--- src/hw/rtl/srss_pkg.sv ---
`timescale 1ns / 1ps
`default_nettype none
// ----------------------------------------------------------------------------
// Range scan supervisor package
// Command, phase, status and register index codes, register reset values and
// fixed field widths and limits shared by the supervisor modules.
// ----------------------------------------------------------------------------
package srss_pkg;

    localparam int STEP_W   = 10;
    localparam int TOL_W    = 8;
    localparam int ELIM_W   = 10;
    localparam int LLIM_W   = 10;
    localparam int LOAD_W   = 11;
    localparam int CNT_W    = 6;
    localparam int LINK_W   = 3;
    localparam int STRAIN_W = 3;

    localparam logic [CNT_W-1:0]    MOVE_THRESHOLD  = 6'd3;
    localparam logic [LINK_W-1:0]   LINK_FAIL_LIMIT = 3'd5;
    localparam logic [STRAIN_W-1:0] STRAIN_LIMIT    = 3'd5;
    localparam logic [CNT_W-1:0]    MIN_POLL_INDEX  = 6'd2;

    localparam logic [STEP_W-1:0] RST_STEP_SIZE   = 10'd50;
    localparam logic [TOL_W-1:0]  RST_ARRIVE_TOL  = 8'd10;
    localparam logic [ELIM_W-1:0] RST_EXCESS_ERR  = 10'd80;
    localparam logic [LLIM_W-1:0] RST_LOAD_LIMIT  = 10'd300;
    localparam logic [CNT_W-1:0]  RST_STUCK_LIMIT = 6'd8;
    localparam logic [CNT_W-1:0]  RST_POLL_LIMIT  = 6'd40;

    typedef enum logic [1:0] {
        CMD_PLAN = 2'd0,
        CMD_POLL = 2'd1,
        CMD_STOP = 2'd2,
        CMD_NONE = 2'd3
    } t_cmd;

    typedef enum logic [1:0] {
        PH_IDLE = 2'd0,
        PH_PLAN = 2'd1,
        PH_MOVE = 2'd2
    } t_phase;

    typedef enum logic [3:0] {
        ST_WAIT      = 4'd0,
        ST_MOVE      = 4'd1,
        ST_REVERSED  = 4'd2,
        ST_DONE      = 4'd3,
        ST_ARRIVED   = 4'd4,
        ST_BLOCKED   = 4'd5,
        ST_TIMEOUT   = 4'd6,
        ST_LINK_FAIL = 4'd7,
        ST_EXCESS    = 4'd8,
        ST_READ_FAIL = 4'd9,
        ST_STOPPED   = 4'd10,
        ST_IGNORED   = 4'd11
    } t_status;

    typedef enum logic [2:0] {
        CFG_LOWER_LIMIT = 3'd0,
        CFG_UPPER_LIMIT = 3'd1,
        CFG_STEP_SIZE   = 3'd2,
        CFG_ARRIVE_TOL  = 3'd3,
        CFG_EXCESS_ERR  = 3'd4,
        CFG_LOAD_LIMIT  = 3'd5,
        CFG_STUCK_LIMIT = 3'd6,
        CFG_POLL_LIMIT  = 3'd7
    } t_cfg_idx;

    // registers whose widths do not follow the position width
    typedef struct packed {
        logic [STEP_W-1:0] step_size;
        logic [TOL_W-1:0]  arrive_tol;
        logic [ELIM_W-1:0] excess_err;
        logic [LLIM_W-1:0] load_limit;
        logic [CNT_W-1:0]  stuck_limit;
        logic [CNT_W-1:0]  poll_limit;
    } t_cfg_misc;

endpackage
`default_nettype wire

--- src/hw/rtl/srss_cfg.sv ---
`timescale 1ns / 1ps
`default_nettype none
// ----------------------------------------------------------------------------
// Range scan supervisor configuration registers
// Write-only register file; each register keeps the low bits of the data.
// ----------------------------------------------------------------------------
module srss_cfg
    import srss_pkg::*;
#(
    parameter int POSITION_BITS = 12,
    parameter int DATA_BITS     = 12
) (
    input  wire logic                     i_clk,
    input  wire logic                     i_rst_n,
    input  wire logic                     i_we,
    input  wire logic [2:0]               i_idx,
    input  wire logic [DATA_BITS-1:0]     i_wdata,
    output logic      [POSITION_BITS-1:0] o_lower_limit,
    output logic      [POSITION_BITS-1:0] o_upper_limit,
    output t_cfg_misc                     o_misc
);

    logic [POSITION_BITS-1:0] r_lower_limit;
    logic [POSITION_BITS-1:0] r_upper_limit;
    t_cfg_misc                r_misc;
    t_cfg_idx                 idx;

    assign idx = t_cfg_idx'(i_idx);

    always_ff @(posedge i_clk) begin
        if (!i_rst_n) begin
            r_lower_limit      <= '0;
            r_upper_limit      <= '1;
            r_misc.step_size   <= RST_STEP_SIZE;
            r_misc.arrive_tol  <= RST_ARRIVE_TOL;
            r_misc.excess_err  <= RST_EXCESS_ERR;
            r_misc.load_limit  <= RST_LOAD_LIMIT;
            r_misc.stuck_limit <= RST_STUCK_LIMIT;
            r_misc.poll_limit  <= RST_POLL_LIMIT;
        end else if (i_we) begin
            unique case (idx)
                CFG_LOWER_LIMIT: r_lower_limit      <= i_wdata[POSITION_BITS-1:0];
                CFG_UPPER_LIMIT: r_upper_limit      <= i_wdata[POSITION_BITS-1:0];
                CFG_STEP_SIZE:   r_misc.step_size   <= i_wdata[STEP_W-1:0];
                CFG_ARRIVE_TOL:  r_misc.arrive_tol  <= i_wdata[TOL_W-1:0];
                CFG_EXCESS_ERR:  r_misc.excess_err  <= i_wdata[ELIM_W-1:0];
                CFG_LOAD_LIMIT:  r_misc.load_limit  <= i_wdata[LLIM_W-1:0];
                CFG_STUCK_LIMIT: r_misc.stuck_limit <= i_wdata[CNT_W-1:0];
                CFG_POLL_LIMIT:  r_misc.poll_limit  <= i_wdata[CNT_W-1:0];
                default:         r_misc             <= r_misc;
            endcase
        end
    end

    assign o_lower_limit = r_lower_limit;
    assign o_upper_limit = r_upper_limit;
    assign o_misc        = r_misc;

endmodule
`default_nettype wire

--- src/hw/rtl/srss_core.sv ---
`timescale 1ns / 1ps
`default_nettype none
// ----------------------------------------------------------------------------
// Range scan supervisor decision core
// Scan state registers and the combinational decision for one registered beat:
// plan, poll and stop handling, counters and the result fields.
// ----------------------------------------------------------------------------
module srss_core
    import srss_pkg::*;
#(
    parameter int POSITION_BITS = 12
) (
    input  wire logic                     i_clk,
    input  wire logic                     i_rst_n,
    input  wire logic                     i_fire,
    input  wire t_cmd                     i_cmd,
    input  wire logic                     i_read_ok,
    input  wire logic [POSITION_BITS-1:0] i_position,
    input  wire logic                     i_load_ok,
    input  wire logic [LOAD_W-1:0]        i_load,
    input  wire logic [POSITION_BITS-1:0] i_lower_limit,
    input  wire logic [POSITION_BITS-1:0] i_upper_limit,
    input  wire t_cfg_misc                i_misc,
    output t_status                       o_status,
    output logic      [POSITION_BITS-1:0] o_move_target,
    output logic      [POSITION_BITS-1:0] o_position_error,
    output logic                          o_scan_direction
);

    localparam int P  = POSITION_BITS;
    localparam int MW = ((P > ELIM_W) ? P : ELIM_W) + 1;  // unsigned compare width
    localparam int SW = ((P > STEP_W) ? P : STEP_W) + 3;  // signed target width

    t_phase                r_phase, n_phase;
    logic                  r_going_down, n_going_down;
    logic                  r_went_back, n_went_back;
    logic [P-1:0]          r_target, n_target;
    logic [P-1:0]          r_prev, n_prev;
    logic [P-1:0]          r_err, n_err;
    logic [CNT_W-1:0]      r_poll_idx, n_poll_idx;
    logic [LINK_W-1:0]     r_link, n_link;
    logic [CNT_W-1:0]      r_still, n_still;
    logic [STRAIN_W-1:0]   r_strain, n_strain;

    logic                  gd_eff, wb_eff;
    logic signed [SW-1:0]  s_cur, s_step, s_upper, s_lower, s_max;
    logic signed [SW-1:0]  s_plan_tgt, s_back;
    logic [P-1:0]          back_pos;
    logic [P-1:0]          err, delta;
    logic [MW-1:0]         err_x, tol_x, elim_x;
    logic                  still, strained, blocked;
    logic [LOAD_W-1:0]     abs_load;
    logic [CNT_W-1:0]      still_next, poll_inc;
    logic [STRAIN_W-1:0]   strain_next;
    logic [LINK_W-1:0]     link_inc;
    t_status               status;
    logic [P-1:0]          move_target;

    // a plan beat outside a scan starts a fresh one
    assign gd_eff = (r_phase == PH_PLAN) ? r_going_down : 1'b0;
    assign wb_eff = (r_phase == PH_PLAN) ? r_went_back  : 1'b0;

    assign s_cur   = $signed({{(SW-P){1'b0}}, i_position});
    assign s_step  = $signed({{(SW-STEP_W){1'b0}}, i_misc.step_size});
    assign s_upper = $signed({{(SW-P){1'b0}}, i_upper_limit});
    assign s_lower = $signed({{(SW-P){1'b0}}, i_lower_limit});
    assign s_max   = $signed({{(SW-P){1'b0}}, {P{1'b1}}});

    assign s_plan_tgt = gd_eff ? (s_cur - s_step) : (s_cur + s_step);

    // backoff: two steps against the scan direction, clamped to the position range
    assign s_back = r_going_down ? (s_cur + (s_step <<< 1)) : (s_cur - (s_step <<< 1));
    always_comb begin
        if (s_back < 0) begin
            back_pos = '0;
        end else if (s_back > s_max) begin
            back_pos = '1;
        end else begin
            back_pos = s_back[P-1:0];
        end
    end

    assign err   = (i_position > r_target) ? (i_position - r_target) : (r_target - i_position);
    assign delta = (i_position > r_prev)   ? (i_position - r_prev)   : (r_prev - i_position);
    assign err_x  = {{(MW-P){1'b0}}, err};
    assign tol_x  = {{(MW-TOL_W){1'b0}}, i_misc.arrive_tol};
    assign elim_x = {{(MW-ELIM_W){1'b0}}, i_misc.excess_err};

    assign still = (delta < P'(MOVE_THRESHOLD));

    // magnitude of the load; the most negative value gives 1024, which fits
    assign abs_load = !i_load_ok ? '0 : (i_load[LOAD_W-1] ? (~i_load + 1'b1) : i_load);

    assign strained = (abs_load > {1'b0, i_misc.load_limit}) && still && (err_x > elim_x);

    assign still_next  = !still ? '0 : ((r_still == '1) ? r_still : r_still + 1'b1);
    assign strain_next = !strained ? '0 : ((r_strain == '1) ? r_strain : r_strain + 1'b1);

    assign blocked = (r_poll_idx > MIN_POLL_INDEX)
                  && ((still_next >= i_misc.stuck_limit) || (strain_next >= STRAIN_LIMIT));

    assign poll_inc = r_poll_idx + 1'b1;
    assign link_inc = r_link + 1'b1;

    always_comb begin
        n_phase      = r_phase;
        n_going_down = r_going_down;
        n_went_back  = r_went_back;
        n_target     = r_target;
        n_prev       = r_prev;
        n_err        = r_err;
        n_poll_idx   = r_poll_idx;
        n_link       = r_link;
        n_still      = r_still;
        n_strain     = r_strain;
        status       = ST_IGNORED;
        move_target  = '0;

        unique case (i_cmd)
            CMD_PLAN: begin
                if (r_phase != PH_MOVE) begin
                    n_going_down = gd_eff;
                    n_went_back  = wb_eff;
                    if (!i_read_ok) begin
                        n_phase = PH_IDLE;
                        status  = ST_READ_FAIL;
                    end else if (s_plan_tgt >= s_upper) begin
                        n_going_down = 1'b1;
                        n_went_back  = 1'b1;
                        n_phase      = PH_PLAN;
                        status       = ST_REVERSED;
                    end else if (s_plan_tgt <= s_lower) begin
                        if (wb_eff) begin
                            n_phase = PH_IDLE;
                            status  = ST_DONE;
                        end else begin
                            n_going_down = 1'b0;
                            n_phase      = PH_PLAN;
                            status       = ST_WAIT;
                        end
                    end else begin
                        n_target    = s_plan_tgt[P-1:0];
                        n_prev      = i_position;
                        n_poll_idx  = '0;
                        n_link      = '0;
                        n_still     = '0;
                        n_strain    = '0;
                        n_phase     = PH_MOVE;
                        status      = ST_MOVE;
                        move_target = s_plan_tgt[P-1:0];
                    end
                end
            end
            CMD_POLL: begin
                if (r_phase == PH_MOVE) begin
                    if (!i_read_ok) begin
                        n_link = link_inc;
                        if (link_inc >= LINK_FAIL_LIMIT) begin
                            n_phase = PH_IDLE;
                            status  = ST_LINK_FAIL;
                        end else begin
                            n_poll_idx = poll_inc;
                            if (poll_inc >= i_misc.poll_limit) begin
                                n_phase = PH_IDLE;
                                status  = ST_TIMEOUT;
                            end else begin
                                status  = ST_WAIT;
                            end
                        end
                    end else begin
                        n_link = '0;
                        n_err  = err;
                        if (err_x <= tol_x) begin
                            n_phase = PH_PLAN;
                            status  = (err_x > elim_x) ? ST_EXCESS : ST_ARRIVED;
                        end else begin
                            n_prev   = i_position;
                            n_still  = still_next;
                            n_strain = strain_next;
                            if (blocked) begin
                                n_phase     = PH_IDLE;
                                status      = ST_BLOCKED;
                                move_target = back_pos;
                            end else begin
                                n_poll_idx = poll_inc;
                                if (poll_inc >= i_misc.poll_limit) begin
                                    n_phase = PH_IDLE;
                                    status  = ST_TIMEOUT;
                                end else begin
                                    status  = ST_WAIT;
                                end
                            end
                        end
                    end
                end
            end
            CMD_STOP: begin
                n_phase = PH_IDLE;
                status  = ST_STOPPED;
            end
            default: begin
                status = ST_IGNORED;
            end
        endcase
    end

    always_ff @(posedge i_clk) begin
        if (!i_rst_n) begin
            r_phase      <= PH_IDLE;
            r_going_down <= 1'b0;
            r_went_back  <= 1'b0;
            r_target     <= '0;
            r_prev       <= '0;
            r_err        <= '0;
            r_poll_idx   <= '0;
            r_link       <= '0;
            r_still      <= '0;
            r_strain     <= '0;
        end else if (i_fire) begin
            r_phase      <= n_phase;
            r_going_down <= n_going_down;
            r_went_back  <= n_went_back;
            r_target     <= n_target;
            r_prev       <= n_prev;
            r_err        <= n_err;
            r_poll_idx   <= n_poll_idx;
            r_link       <= n_link;
            r_still      <= n_still;
            r_strain     <= n_strain;
        end
    end

    assign o_status         = status;
    assign o_move_target    = move_target;
    assign o_position_error = n_err;
    assign o_scan_direction = n_going_down;

    a_move_enters_move: assert property (@(posedge i_clk) disable iff (!i_rst_n)
        i_fire && status == ST_MOVE |=> r_phase == PH_MOVE && r_target == $past(move_target))
        else $error("move issued without entering move phase");

    a_scan_end_idle: assert property (@(posedge i_clk) disable iff (!i_rst_n)
        i_fire && (status == ST_BLOCKED || status == ST_TIMEOUT || status == ST_LINK_FAIL
                   || status == ST_STOPPED || status == ST_DONE || status == ST_READ_FAIL)
        |=> r_phase == PH_IDLE)
        else $error("scan end did not return to idle");

    a_reverse_sets_dir: assert property (@(posedge i_clk) disable iff (!i_rst_n)
        i_fire && status == ST_REVERSED |=> r_going_down && r_went_back && r_phase == PH_PLAN)
        else $error("reversal did not set direction");

    a_hold_without_beat: assert property (@(posedge i_clk) disable iff (!i_rst_n)
        !i_fire |=> $stable(r_phase) && $stable(r_target) && $stable(r_poll_idx))
        else $error("scan state changed without a beat");

endmodule
`default_nettype wire

--- src/hw/rtl/servo_range_scan_supervisor.sv ---
`timescale 1ns / 1ps
`default_nettype none
// ----------------------------------------------------------------------------
// Servo range scan supervisor
// Drives a back-and-forth range scan of one joint: plans scan moves, checks
// poll samples for arrival, stall, timeout and link faults, handles stop.
//
//   channel  | handshake              | payload
//   ---------+------------------------+----------------------------------------
//   in       | i_in_valid / o_in_stall| i_cmd i_read_ok i_position i_load_ok
//            |                        | i_load
//   out      | o_out_valid/i_out_stall| o_status o_move_target o_position_error
//            |                        | o_scan_direction
//   cfg      | i_cfg_we               | i_cfg_idx i_cfg_wdata
//
// One beat per cycle sustained while the output is not stalled; a beat passes
// the input register, then decision logic into the result register.
// An empty input register still takes a beat while a result waits on a stalled output.
// Reset is synchronous: scan idle, registers at their documented defaults.
// Output stall backs up through the input register to o_in_stall.
// ----------------------------------------------------------------------------
module servo_range_scan_supervisor
    import srss_pkg::*;
#(
    parameter  int POSITION_BITS = 12,
    localparam int CFG_BITS      = (POSITION_BITS > ELIM_W) ? POSITION_BITS : ELIM_W
) (
    input  wire logic                     i_clk,
    input  wire logic                     i_rst_n,
    input  wire logic                     i_in_valid,
    output logic                          o_in_stall,
    input  wire logic [1:0]               i_cmd,
    input  wire logic                     i_read_ok,
    input  wire logic [POSITION_BITS-1:0] i_position,
    input  wire logic                     i_load_ok,
    input  wire logic signed [LOAD_W-1:0] i_load,
    output logic                          o_out_valid,
    input  wire logic                     i_out_stall,
    output logic      [3:0]               o_status,
    output logic      [POSITION_BITS-1:0] o_move_target,
    output logic      [POSITION_BITS-1:0] o_position_error,
    output logic                          o_scan_direction,
    input  wire logic                     i_cfg_we,
    input  wire logic [2:0]               i_cfg_idx,
    input  wire logic [CFG_BITS-1:0]      i_cfg_wdata
);

    logic                     r_in_valid;
    t_cmd                     r_cmd;
    logic                     r_read_ok;
    logic [POSITION_BITS-1:0] r_position;
    logic                     r_load_ok;
    logic [LOAD_W-1:0]        r_load;

    logic                     r_out_valid;
    t_status                  r_status;
    logic [POSITION_BITS-1:0] r_move_target;
    logic [POSITION_BITS-1:0] r_position_error;
    logic                     r_scan_direction;

    logic                     advance;
    logic                     fire;
    logic                     in_stall;

    logic [POSITION_BITS-1:0] lower_limit;
    logic [POSITION_BITS-1:0] upper_limit;
    t_cfg_misc                cfg_misc;

    t_status                  core_status;
    logic [POSITION_BITS-1:0] core_move_target;
    logic [POSITION_BITS-1:0] core_position_error;
    logic                     core_scan_direction;

    assign advance  = !r_out_valid || !i_out_stall;
    assign fire     = r_in_valid && advance;
    assign in_stall = r_in_valid && !advance;

    srss_cfg #(
        .POSITION_BITS (POSITION_BITS),
        .DATA_BITS     (CFG_BITS)
    ) u_cfg (
        .i_clk         (i_clk),
        .i_rst_n       (i_rst_n),
        .i_we          (i_cfg_we),
        .i_idx         (i_cfg_idx),
        .i_wdata       (i_cfg_wdata),
        .o_lower_limit (lower_limit),
        .o_upper_limit (upper_limit),
        .o_misc        (cfg_misc)
    );

    srss_core #(
        .POSITION_BITS (POSITION_BITS)
    ) u_core (
        .i_clk            (i_clk),
        .i_rst_n          (i_rst_n),
        .i_fire           (fire),
        .i_cmd            (r_cmd),
        .i_read_ok        (r_read_ok),
        .i_position       (r_position),
        .i_load_ok        (r_load_ok),
        .i_load           (r_load),
        .i_lower_limit    (lower_limit),
        .i_upper_limit    (upper_limit),
        .i_misc           (cfg_misc),
        .o_status         (core_status),
        .o_move_target    (core_move_target),
        .o_position_error (core_position_error),
        .o_scan_direction (core_scan_direction)
    );

    // input register
    always_ff @(posedge i_clk) begin
        if (!i_rst_n) begin
            r_in_valid <= 1'b0;
        end else if (!in_stall) begin
            r_in_valid <= i_in_valid;
        end
    end

    always_ff @(posedge i_clk) begin
        if (i_in_valid && !in_stall) begin
            r_cmd      <= t_cmd'(i_cmd);
            r_read_ok  <= i_read_ok;
            r_position <= i_position;
            r_load_ok  <= i_load_ok;
            r_load     <= i_load;
        end
    end

    // result register
    always_ff @(posedge i_clk) begin
        if (!i_rst_n) begin
            r_out_valid <= 1'b0;
        end else if (advance) begin
            r_out_valid <= r_in_valid;
        end
    end

    always_ff @(posedge i_clk) begin
        if (fire) begin
            r_status         <= core_status;
            r_move_target    <= core_move_target;
            r_position_error <= core_position_error;
            r_scan_direction <= core_scan_direction;
        end
    end

    assign o_in_stall       = in_stall;
    assign o_out_valid      = r_out_valid;
    assign o_status         = r_status;
    assign o_move_target    = r_move_target;
    assign o_position_error = r_position_error;
    assign o_scan_direction = r_scan_direction;

    a_fire_gives_result: assert property (@(posedge i_clk) disable iff (!i_rst_n)
        fire |=> r_out_valid && r_status == $past(core_status))
        else $error("processed beat did not reach the result register");

    a_target_only_on_move: assert property (@(posedge i_clk) disable iff (!i_rst_n)
        r_out_valid && r_status != ST_MOVE && r_status != ST_BLOCKED |-> r_move_target == '0)
        else $error("move target set on a result without a move");

endmodule
`default_nettype wire
--- config.mk ---
export PLATFORM = sky130hd
export DESIGN_NAME = servo_range_scan_supervisor
export DESIGN_NICKNAME = d
export VERILOG_FILES = /design/src/hw/rtl/srss_pkg.sv /design/src/hw/rtl/srss_cfg.sv /design/src/hw/rtl/srss_core.sv /design/src/hw/rtl/servo_range_scan_supervisor.sv
export SDC_FILE = /design/constraint.sdc
export NUM_CORES = 1
export LEC_CHECK = 0
export ABC_AREA = 1
export BUFFER_PORTS_ARGS = -buffer_cell sky130_fd_sc_hd__buf_2
export CAP_MARGIN = 0
export CORE_MARGIN = 10
export CORE_UTILIZATION = 50
export CTS_BUF_LIST = sky130_fd_sc_hd__clkbuf_16
export DETAILED_ROUTE_END_ITERATION = 8
export HOLD_SLACK_MARGIN = 0.15
export PLACE_DENSITY = 0.66
export SYNTH_ARGS = -nofsm -noshare
export SYNTH_HDL_FRONTEND = slang
export SYNTH_SLANG_ARGS = --single-unit
--- constraint.sdc ---
create_clock -name i_clk -period 12.3 [get_ports i_clk]
set_input_delay 2.46 -clock i_clk [delete_from_list [all_inputs] [get_ports i_clk]]
set_output_delay 2.46 -clock i_clk [all_outputs]
set_load 0.01 [all_outputs]
==> results.tsv, run 1 <==
stage	metric	value	unit
outcome	outcome	finished, final reports clean	
drt	antenna_left	0	
clocking	clk_pin_slew	0.08	ns
clocking	clockRootBuffer	clkbuf_16	
global_routing	grt.total_usage	21.4	%
power_and_ir_drop	clockPowerShare	34.7	%
setup_path	cp_max_fo	3	
yosys	ys_seq_area_share	31.5	%
power_and_ir_drop	power.leakage	0.00737	uW
cells_and_area	area.growth.synth_to_final	9.45	%
drt	wl_per_cell	16.4	um
drt	highest_layer	met4	
setup_path	critical_path.most_common_cell	buf_2	
setup_path	ff2ff_path_depth	26	
global_routing	grt_pass1_wl	61.7	mm
power_and_ir_drop	switching_share	34.4	%
sta	finalSetupViolCount	0	
drt	first_pass_iters	6	
die	io_pins	78	
die	dieArea	0.0347	mm2
clocking	clockBufferDepth	2	
yosys	synth_edf_count	56	
yosys	synth_fp_nets	2138	
setup_path	cp.arrival	2.87	ns
sta	rsz0062_at_grt	no	
yosys	postSynthCellCount	1921	
global_routing	antenna_found_initial	0	
flow_run	drv_cap	0	
setup_path	crit_path_end	o_in_stall	
setup_path	r2r_setup_slack	7.01	ns
clocking	post_cts_resized	0	
drt	routed_wl	38.6	mm
clocking	insertion_delay	0.44	ns
setup_path	reg2reg_from	r_position[0]	
hold_path	timing.hold.worst.class	reg2reg	
setup_path	cp-end-kind	primary output	
cells_and_area	diodes	0	
drt	wl_met1	17.9	mm
setup_path	crit_type	in2out	
yosys	yosys_most_used_dff	dfxtp_1	
drt	met2_length	17.7	mm
yosys	ys_types	58	
drt	via_per_inst	5.35	
placement	place_hpwl	29.7	mm
clocking	h-tree-depth	4	
power_and_ir_drop	p_per_area	109	mW/mm2
setup_path	timing.rr.end	u_core.r_still[0]	
power_and_ir_drop	p_int	1080	uW
die	core	0.0271	mm2
yosys	syn_area	0.0138	mm2
setup_path	crit_slowest_cell	buf_2	
sta	maxSlewHeadroom	30.3	%
power_and_ir_drop	power	1640	uW
die	rows	60	
global_routing	grt_pass1_vias	11718	
setup_path	path_cells	buf_2 > nand2_1 > nor2_1 > buf_2	
placement	port-buffer-count	77	
clocking	hold_buffers	0	
clocking	cts.sinks	190	
die	initial_utilization	51.1	%
sta	fin_tns_setup	0	ns
setup_path	cp.depth	4	
sta	skew	0.0191	ns
global_routing	grt_start_max_net_pins	107	
yosys	synth_warnings	0	
setup_path	max_stage_delay	0.15	ns
sta	fin_crit	5.33	ns
drt	vias	12640	
drt	route.detailed.drc	0	
clocking	cts_setup_buffers	0	
sta	slew_violations	0	
power_and_ir_drop	vdd_drop_max	0.0916	mV
drt	wl_met3	2.43	mm
setup_path	worst_ep_required_time	9.84	ns
power_and_ir_drop	switchingPower	565	uW
yosys	synth-seq-cells	190	
clocking	tritoncts	yes	
setup_path	crit_buf_inv	2	
drt	drt_iter0_drc	1133	
die	die_x	186	um
sta	hold_violations	0	
setup_path	critPathLaunch	i_out_stall	
die	die_y	186	um
global_routing	grt_overflow_total	0	
power_and_ir_drop	seqPwrFrac	42.2	%
placement	routabilityCongestion	0.942	
clocking	numCtsBuffers	17	
setup_path	crit_family	buffers and inverters	
setup_path	start_kind	input port	
yosys	syn_avg_cell_area	7.20	um2
power_and_ir_drop	combPwrFrac	23.1	%
sta	max_freq	187	MHz
yosys	synth-async-reset-ratio	0	%
sta	tightest_slew	1.05	ns
sta	min_period_over_period	43.4	%
cells_and_area	final_nets	2193	
cells_and_area	drive_gt1_share	8.35	%
metal layers:
| metal | global-route usage [%] | vias to the layer above |
|---|---|---|
| met1 | 29.0 | 5794 |
| met4 | 4.91 | 0 |
| met2 | 34.9 | 383 |
| li1 | - | 6414 |
| met5 | 0 | - |
| met3 | 3.54 | 49 |
placed cells by master, fill, tap and decap left out, types with 12 or more instances in the layout:
| cell type | count |
|---|---|
| nor2_1 | 148 |
| clkbuf_16 | 17 |
| dfxtp_1 | 134 |
| nand3_1 | 77 |
| nand2_1 | 389 |
| edfxtp_1 | 56 |
| buf_2 | 77 |
| o211ai_1 | 29 |
| ha_1 | 162 |
| a21oi_1 | 181 |
| xor2_1 | 33 |
| o21bai_1 | 12 |
| o21ai_0 | 153 |
| nor3_1 | 17 |
| nand4_1 | 21 |
| inv_1 | 325 |
cell type report:
class / instances / area [um2]
clock inverters: 15 / 188
clock buffers: 17 / 425
flip-flops and latches: 190 / 4360
multi-input cells: 1352 / 8030
inverters: 332 / 1250
repair buffers: 83 / 430
well taps: 372 / 465
fillers: 2618 / 12000
cells in the mapped netlist, drive strengths merged, types with 2 or more instances:
master	instances	area share, %
a211oi	7	0.49
a21boi	2	0.11
a21o	4	0.22
a21oi	181	6.5
a221oi	3	0.19
a31oi	6	0.27
and2	2	0.090
and3	2	0.090
buf	15	0.63
clkbuf	32	0.88
clkinv	2	0.054
dfxtp	134	19
edfxtp	56	12
fa	8	1.2
ha	162	15
inv	330	9.0
mux2i	4	0.29
nand2	399	11
nand3	81	3.1
nand3b	4	0.24
nand4	24	1.3
nor2	159	4.6
nor3	17	0.61
nor3b	2	0.11
nor4	4	0.18
o2111ai	2	0.13
o211ai	29	1.6
o21a	11	0.60
o21ai	165	6.0
o21bai	13	0.73
o22ai	9	0.50
o31ai	4	0.22
or2	6	0.27
xnor2	4	0.25
xor2	33	2.1
through the flow:
| step | instances | util [%] | hold WS (ns) | area [um2] | setup WS [ns] |
|---|---|---|---|---|---|
| 3_5_place_dp | 2329 | 53.6 | 0.456 | 14500 | 6.93 |
| 4_1_cts | 2361 | 55.9 | 0.466 | 15100 | 6.95 |
| 5_1_grt | 2361 | 55.9 | 0.490 | 15100 | 6.52 |
| 2_1_floorplan | 1921 | - | 0.433 | 13800 | 7.12 |
| 3_3_place_gp | 2329 | 53.6 | 0.450 | 14500 | 6.96 |
| 6_report | 2361 | 55.9 | 0.463 | 15100 | 6.97 |
flip-flops by register name, summed over array words and instances (netlist names), 11 cells and up:
register	cells
u_cfg.o_misc	50
o_move_target	12
o_position_error	12
r_position	12
u_cfg.o_lower_limit	12
u_cfg.o_upper_limit	12
u_core.r_err	12
u_core.r_prev	12
u_core.r_target	12
r_load	11
worst register-to-register path, stage by stage (launching register included):
cell and delay [ns]:
edfxtp_1 0.46, inv_1 0.17, ha_1 0.25, inv_1 0.10, fa_1 0.45, nand3_1 0.11
nand3_1 0.13, nand3_1 0.10, nand3_1 0.08, nand2_2 0.26, mux2i_1 0.34, nor2_1 0.07
a21oi_1 0.15, xor2_1 0.20, inv_1 0.09, ha_1 0.31, nand4_1 0.13, inv_1 0.07
nand2_1 0.05, a21oi_1 0.23, nor2_2 0.09, nand4_4 0.13, o21ai_2 0.13, nor2_4 0.68
o21ai_0 0.23, o21ai_1 0.14, nor2_1 0.05
worst min path at each step:
stage / slack, ns / startpoint / cells past startpoint / to
after floorplan: 0.43 / u_core.r_target[11] / 2 / u_core.r_target[11]
after global placement: 0.45 / u_core.r_target[11] / 2 / u_core.r_target[11]
after global routing: 0.49 / u_cfg.o_misc[1] / 2 / u_cfg.o_misc[1]
after CTS: 0.47 / u_cfg.o_lower_limit[7] / 2 / u_cfg.o_lower_limit[7]
after detailed placement: 0.46 / u_cfg.o_lower_limit[7] / 2 / u_cfg.o_lower_limit[7]
final: 0.46 / u_cfg.o_lower_limit[4] / 2 / u_cfg.o_lower_limit[4]
power by group through the flow:
stage | Clock [uW] | Combinational (uW) | Sequential (uW)
finish | 570 | 380 | 694
global route | 600 | 430 | 696
CTS | 576 | 376 | 693
global placement | 0 | 366 | 707
floorplan | 0 | 267 | 702
detailed placement | 0 | 373 | 708
cell families after synthesis:
group                      synth area share [%]
xor gates and xnor gates                   2.34
adders and majority gates                  15.8
AOI/OAI and AO/OA                          17.9
DFF                                        31.5
buffers and inverters                      10.5
muxes                                     0.371
and+or+nand+nor                            21.6
(Power assumes the default switching activity.)
==> run 2: changes to the inputs <==
--- a/config.mk
+++ b/config.mk
@@ -5,7 +5,7 @@
 export SDC_FILE = /design/constraint.sdc
 export NUM_CORES = 1
 export LEC_CHECK = 0
-export ABC_AREA = 1
+export ABC_AREA = 0
 export BUFFER_PORTS_ARGS = -buffer_cell sky130_fd_sc_hd__buf_2
 export CAP_MARGIN = 0
 export CORE_MARGIN = 10
@@ -13,7 +13,7 @@
 export CTS_BUF_LIST = sky130_fd_sc_hd__clkbuf_16
 export DETAILED_ROUTE_END_ITERATION = 8
 export HOLD_SLACK_MARGIN = 0.15
-export PLACE_DENSITY = 0.66
+export PLACE_DENSITY = 0.69
 export SYNTH_ARGS = -nofsm -noshare
 export SYNTH_HDL_FRONTEND = slang
 export SYNTH_SLANG_ARGS = --single-unit
==> constraint.sdc (replaced) <==
create_clock -name i_clk -period 4.8 [get_ports i_clk]
set_input_delay 0.96 -clock i_clk [delete_from_list [all_inputs] [get_ports i_clk]]
set_output_delay 0.96 -clock i_clk [all_outputs]
set_load 0.01 [all_outputs]
==> run 2 against run 1 <==
The run now ends with setup timing left. Routed wire length grew 8.6%. Critical path depth increased by 19. Non-clock buffer count grew 200. Area after synthesis fell by 0.69%. Combinational power rose to 2.8 times the previous value. Flip-flop and latch count unchanged. Critical path type is now reg2reg. Setup slack got worse by 7.2 ns. Sequential share of layout area down 3.4 points. Critical endpoint is now o_move_target[10]. Clock power grew to 2.7 times the previous value. Total power grew to 2.6 times the previous value. Hold slack got worse by 0.0064 ns.
==> results.tsv, run 2 <==
stage	metric	value	unit	change
sta	maxSlewHeadroom	27.8	%	-2.5 points
setup_path	reg2reg_from	r_position[0]		
clocking	clockRootBuffer	clkbuf_16		
outcome	violations	setup timing		
drt	drt_iter0_drc	1093		-3.5%
yosys	synth_top_area_share	19.5	%	+0.13 points
setup_path	critical_path.most_common_cell	a21o_1		
clocking	numCtsBuffers	17		unchanged
setup_path	crit_path_end	o_move_target[10]		
drt	antenna_left	0		unchanged
yosys	ys_types	88		+52%
yosys	postSynthCellCount	1643		-14%
drt	highest_layer	met5		
setup_path	cp.arrival	5.28	ns	+2.41 ns
power_and_ir_drop	vdd_drop_max	0.267	mV	+190%
sta	layout_setup_ws	-0.279	ns	-7.25 ns
setup_path	ff2ff_path_depth	23		-12%
die	io_pins	78		unchanged
sta	rsz0062_at_grt	yes		
drt	first_pass_iters	5		-1
clocking	h-tree-depth	4		unchanged
yosys	synth_area_leader_cell	dfxtp_1		
setup_path	timing.rr.end	o_move_target[10]		
sta	min_period_over_period	106	%	
sta	tightest_slew	1.08	ns	+0.0329 ns
setup_path	critPathLaunch	r_position[0]		
setup_path	cp_max_fo	12		+9
die	rows	60		unchanged
setup_path	max_stage_delay	0.51	ns	+0.36 ns
drt	met2_length	19.0	mm	+7.5%
setup_path	crit_family	compound AO/OA/AOI/OAI gates		
drt	wl_met1	18.7	mm	+4.2%
placement	place_ws	-0.395	ns	-7.33 ns
global_routing	grt_pass1_wl	64.8	mm	+5.1%
sta	finalSetupViolCount	59		+59
hold_path	timing.hold.worst.class	reg2reg		
sta	hold_violations	0		unchanged
setup_path	r2r_setup_slack	-0.28	ns	-7.29 ns
global_routing	antenna_found_initial	1		+1
yosys	synth.most_common_cell	nand2_1		
setup_path	crit_type	reg2reg		
sta	fin_tns_setup	-7.49	ns	-7.49 ns
yosys	synth-async-reset-ratio	0	%	unchanged
power_and_ir_drop	power.leakage	0.00738	uW	about the same
setup_path	start_kind	register		
setup_path	cp-end-kind	register		
die	die_x	186	um	-0.31%
drt	wl_met3	3.22	mm	+33%
setup_path	cp.depth	23		+19
cells_and_area	final_nets	2087		-4.8%
flow_run	drv_cap	0		unchanged
drt	routed_wl	41.9	mm	+8.6%
yosys	ys_seq_area_share	31.8	%	+0.22 points
placement	port-buffer-count	77		unchanged
placement	routabilityCongestion	0.973		+3.2%
drt	wl_per_cell	18.8	um	+15%
global_routing	grt_start_max_net_pins	77		-28%
global_routing	grt_pass1_vias	12296		+4.9%
yosys	synth_fp_nets	1860		-13%
clocking	tritoncts	yes		
yosys	ys_top_cells_by_area	dfxtp_1 20%, ha_1 15%, edfxtp_1 12%		
clocking	insertion_delay	0.45	ns	about the same
setup_path	crit_buf_inv	4		+2
sta	slew_violations	0		unchanged
cells_and_area	final_cell_mix	217 x nand2_1, 183 x buf_4, 155 x ha_1		
yosys	synth_edf_count	56		unchanged
sta	fin_crit	5.08	ns	
yosys	synth-seq-cells	190		unchanged
die	initial_utilization	50.8	%	-0.21 points
power_and_ir_drop	p_per_area	251	mW/mm2	+130%
clocking	cts.sinks	190		unchanged
clocking	clk_pin_slew	0.09	ns	about the same
sta	skew	0.0165	ns	-0.00257 ns
drt	via_per_inst	5.82		+8.8%
clocking	hold_buffers	0		unchanged
die	core	0.0270	mm2	-0.28%
setup_path	worst_ep_required_time	5.00	ns	-4.84 ns
die	dieArea	0.0345	mm2	-0.62%
yosys	syn_avg_cell_area	8.36	um2	+16%
setup_path	crit_slowest_cell	or4b_1		
power_and_ir_drop	power	4310	uW	+160%
drt	vias	12959		+2.5%
yosys	syn_area	0.0137	mm2	-0.69%
die	die_y	186	um	-0.31%
cells_and_area	drive_gt1_share	24.2	%	+16 points
drt	route.detailed.drc	0		unchanged
sta	max_freq	197	MHz	
cells_and_area	fill_cells	2277		-13%
outcome	outcome	finished, violations left		
cells_and_area	area.growth.synth_to_final	24.8	%	
clocking	clockBufferDepth	2		unchanged
placement	place_hpwl	31.5	mm	+6.0%
yosys	synth_commonest_cells	225 x nand2_1, 162 x ha_1, 160 x inv_1		
cells_and_area	final_common_cell	nand2_1		
setup_path	path_cells	buf_6 > ha_4 > inv_4 > fa_2 > a221oi_2 > o211ai_1 > a2111oi_2 > o2111ai_1 > or4b_1 > o21ai_2 > buf_6 > a21boi_4 > ha_4 > a21o_1 > a21o_1 > a21o_1 > a21o_1 > a21oi_2 > nor2_2 > a31oi_4 > nor4_4 > buf_12 > a22o_1		
global_routing	grt_overflow_total	0		unchanged
cells_and_area	largest_register_ffs	50		unchanged
global_routing	grt.total_usage	23.7	%	+2.2 points
yosys	yosys_most_used_dff	dfxtp_1		
yosys	synth_warnings	0		unchanged
-- run 2: how the worst min path moves through the flow --
stage | depth (start not counted) | from | end
global placement | 2 | u_core.r_err[4] | u_core.r_err[4]
CTS | 2 | u_core.r_err[7] | u_core.r_err[7]
detailed placement | 2 | u_core.r_err[7] | u_core.r_err[7]
global route | 2 | u_cfg.o_lower_limit[3] | u_cfg.o_lower_limit[3]
floorplan | 2 | u_core.r_err[1] | u_core.r_err[1]
finish | 2 | u_core.r_err[5] | u_core.r_err[5]
-- run 2: cells by family after synthesis --
group,share of synthesized area [%]
and+or+nand+nor,17.4
AOI/OAI and AO/OA,21.2
buffers and inverters,6.76
DFF,31.8
adders and majority gates,15.9
muxes,3.97
xor gates and xnor gates,3.00
-- run 2: through the flow --
stage | hold WS, ns | instances | utilization, % | instance area, um2
2_1_floorplan | 0.433 | 1643 | - | 13800
3_3_place_gp | 0.439 | 2158 | 57.7 | 15600
3_5_place_dp | 0.447 | 2158 | 57.7 | 15600
4_1_cts | 0.458 | 2212 | 61.9 | 16700
5_1_grt | 0.473 | 2224 | 63.5 | 17200
6_report | 0.456 | 2225 | 63.5 | 17200
-- run 2: area by class of cell --
type | instances | area, um2 | share of cell area, %
inverters | 162 | 613 | 3.57
flip-flops and latches | 190 | 4360 | 25.4
repair buffers | 283 | 2070 | 12.1
multi-input cells | 1216 | 9040 | 52.7
diodes | 1 | 2.50 | 0.0146
clock buffers | 17 | 425 | 2.48
clock inverters | 15 | 214 | 1.25
well taps | 341 | 427 | 2.49
-- run 2: worst reg2reg max path, cell delays in order (launching register included) --
cell and delay (ns):
edfxtp_1 0.43, buf_6 0.15, ha_4 0.16, inv_4 0.05, fa_2 0.43, a221oi_2 0.22, o211ai_1 0.15, a2111oi_2 0.22
o2111ai_1 0.19, or4b_1 0.51, o21ai_2 0.16, buf_6 0.15, a21boi_4 0.21, ha_4 0.22, a21o_1 0.17, a21o_1 0.15
a21o_1 0.15, a21o_1 0.18, a21oi_2 0.19, nor2_2 0.09, a31oi_4 0.23, nor4_4 0.09, buf_12 0.16, a22o_1 0.19
-- run 2: what timing repair did --
| action | 4_1_cts | 5_1_grt |
|---|---|---|
| setup endpoints to repair | 61 | 61 |
| gates cloned | 2 | 1 |
| buffers inserted | 21 | 13 |
| pin swaps | 35 | 46 |
| resized for setup | 72 | 87 |
-- run 2: routing by layer --
metal,track usage [%],vias up
met5,0,-
met4,7.58,2
met3,3.53,78
met2,37.2,479
met1,32.6,6152
li1,-,6248
-- run 2: power breakdown --
group / internal (uW) / switching [uW]
clock: 764 / 756
sequential: 1700 / 32.8
combinational: 465 / 595
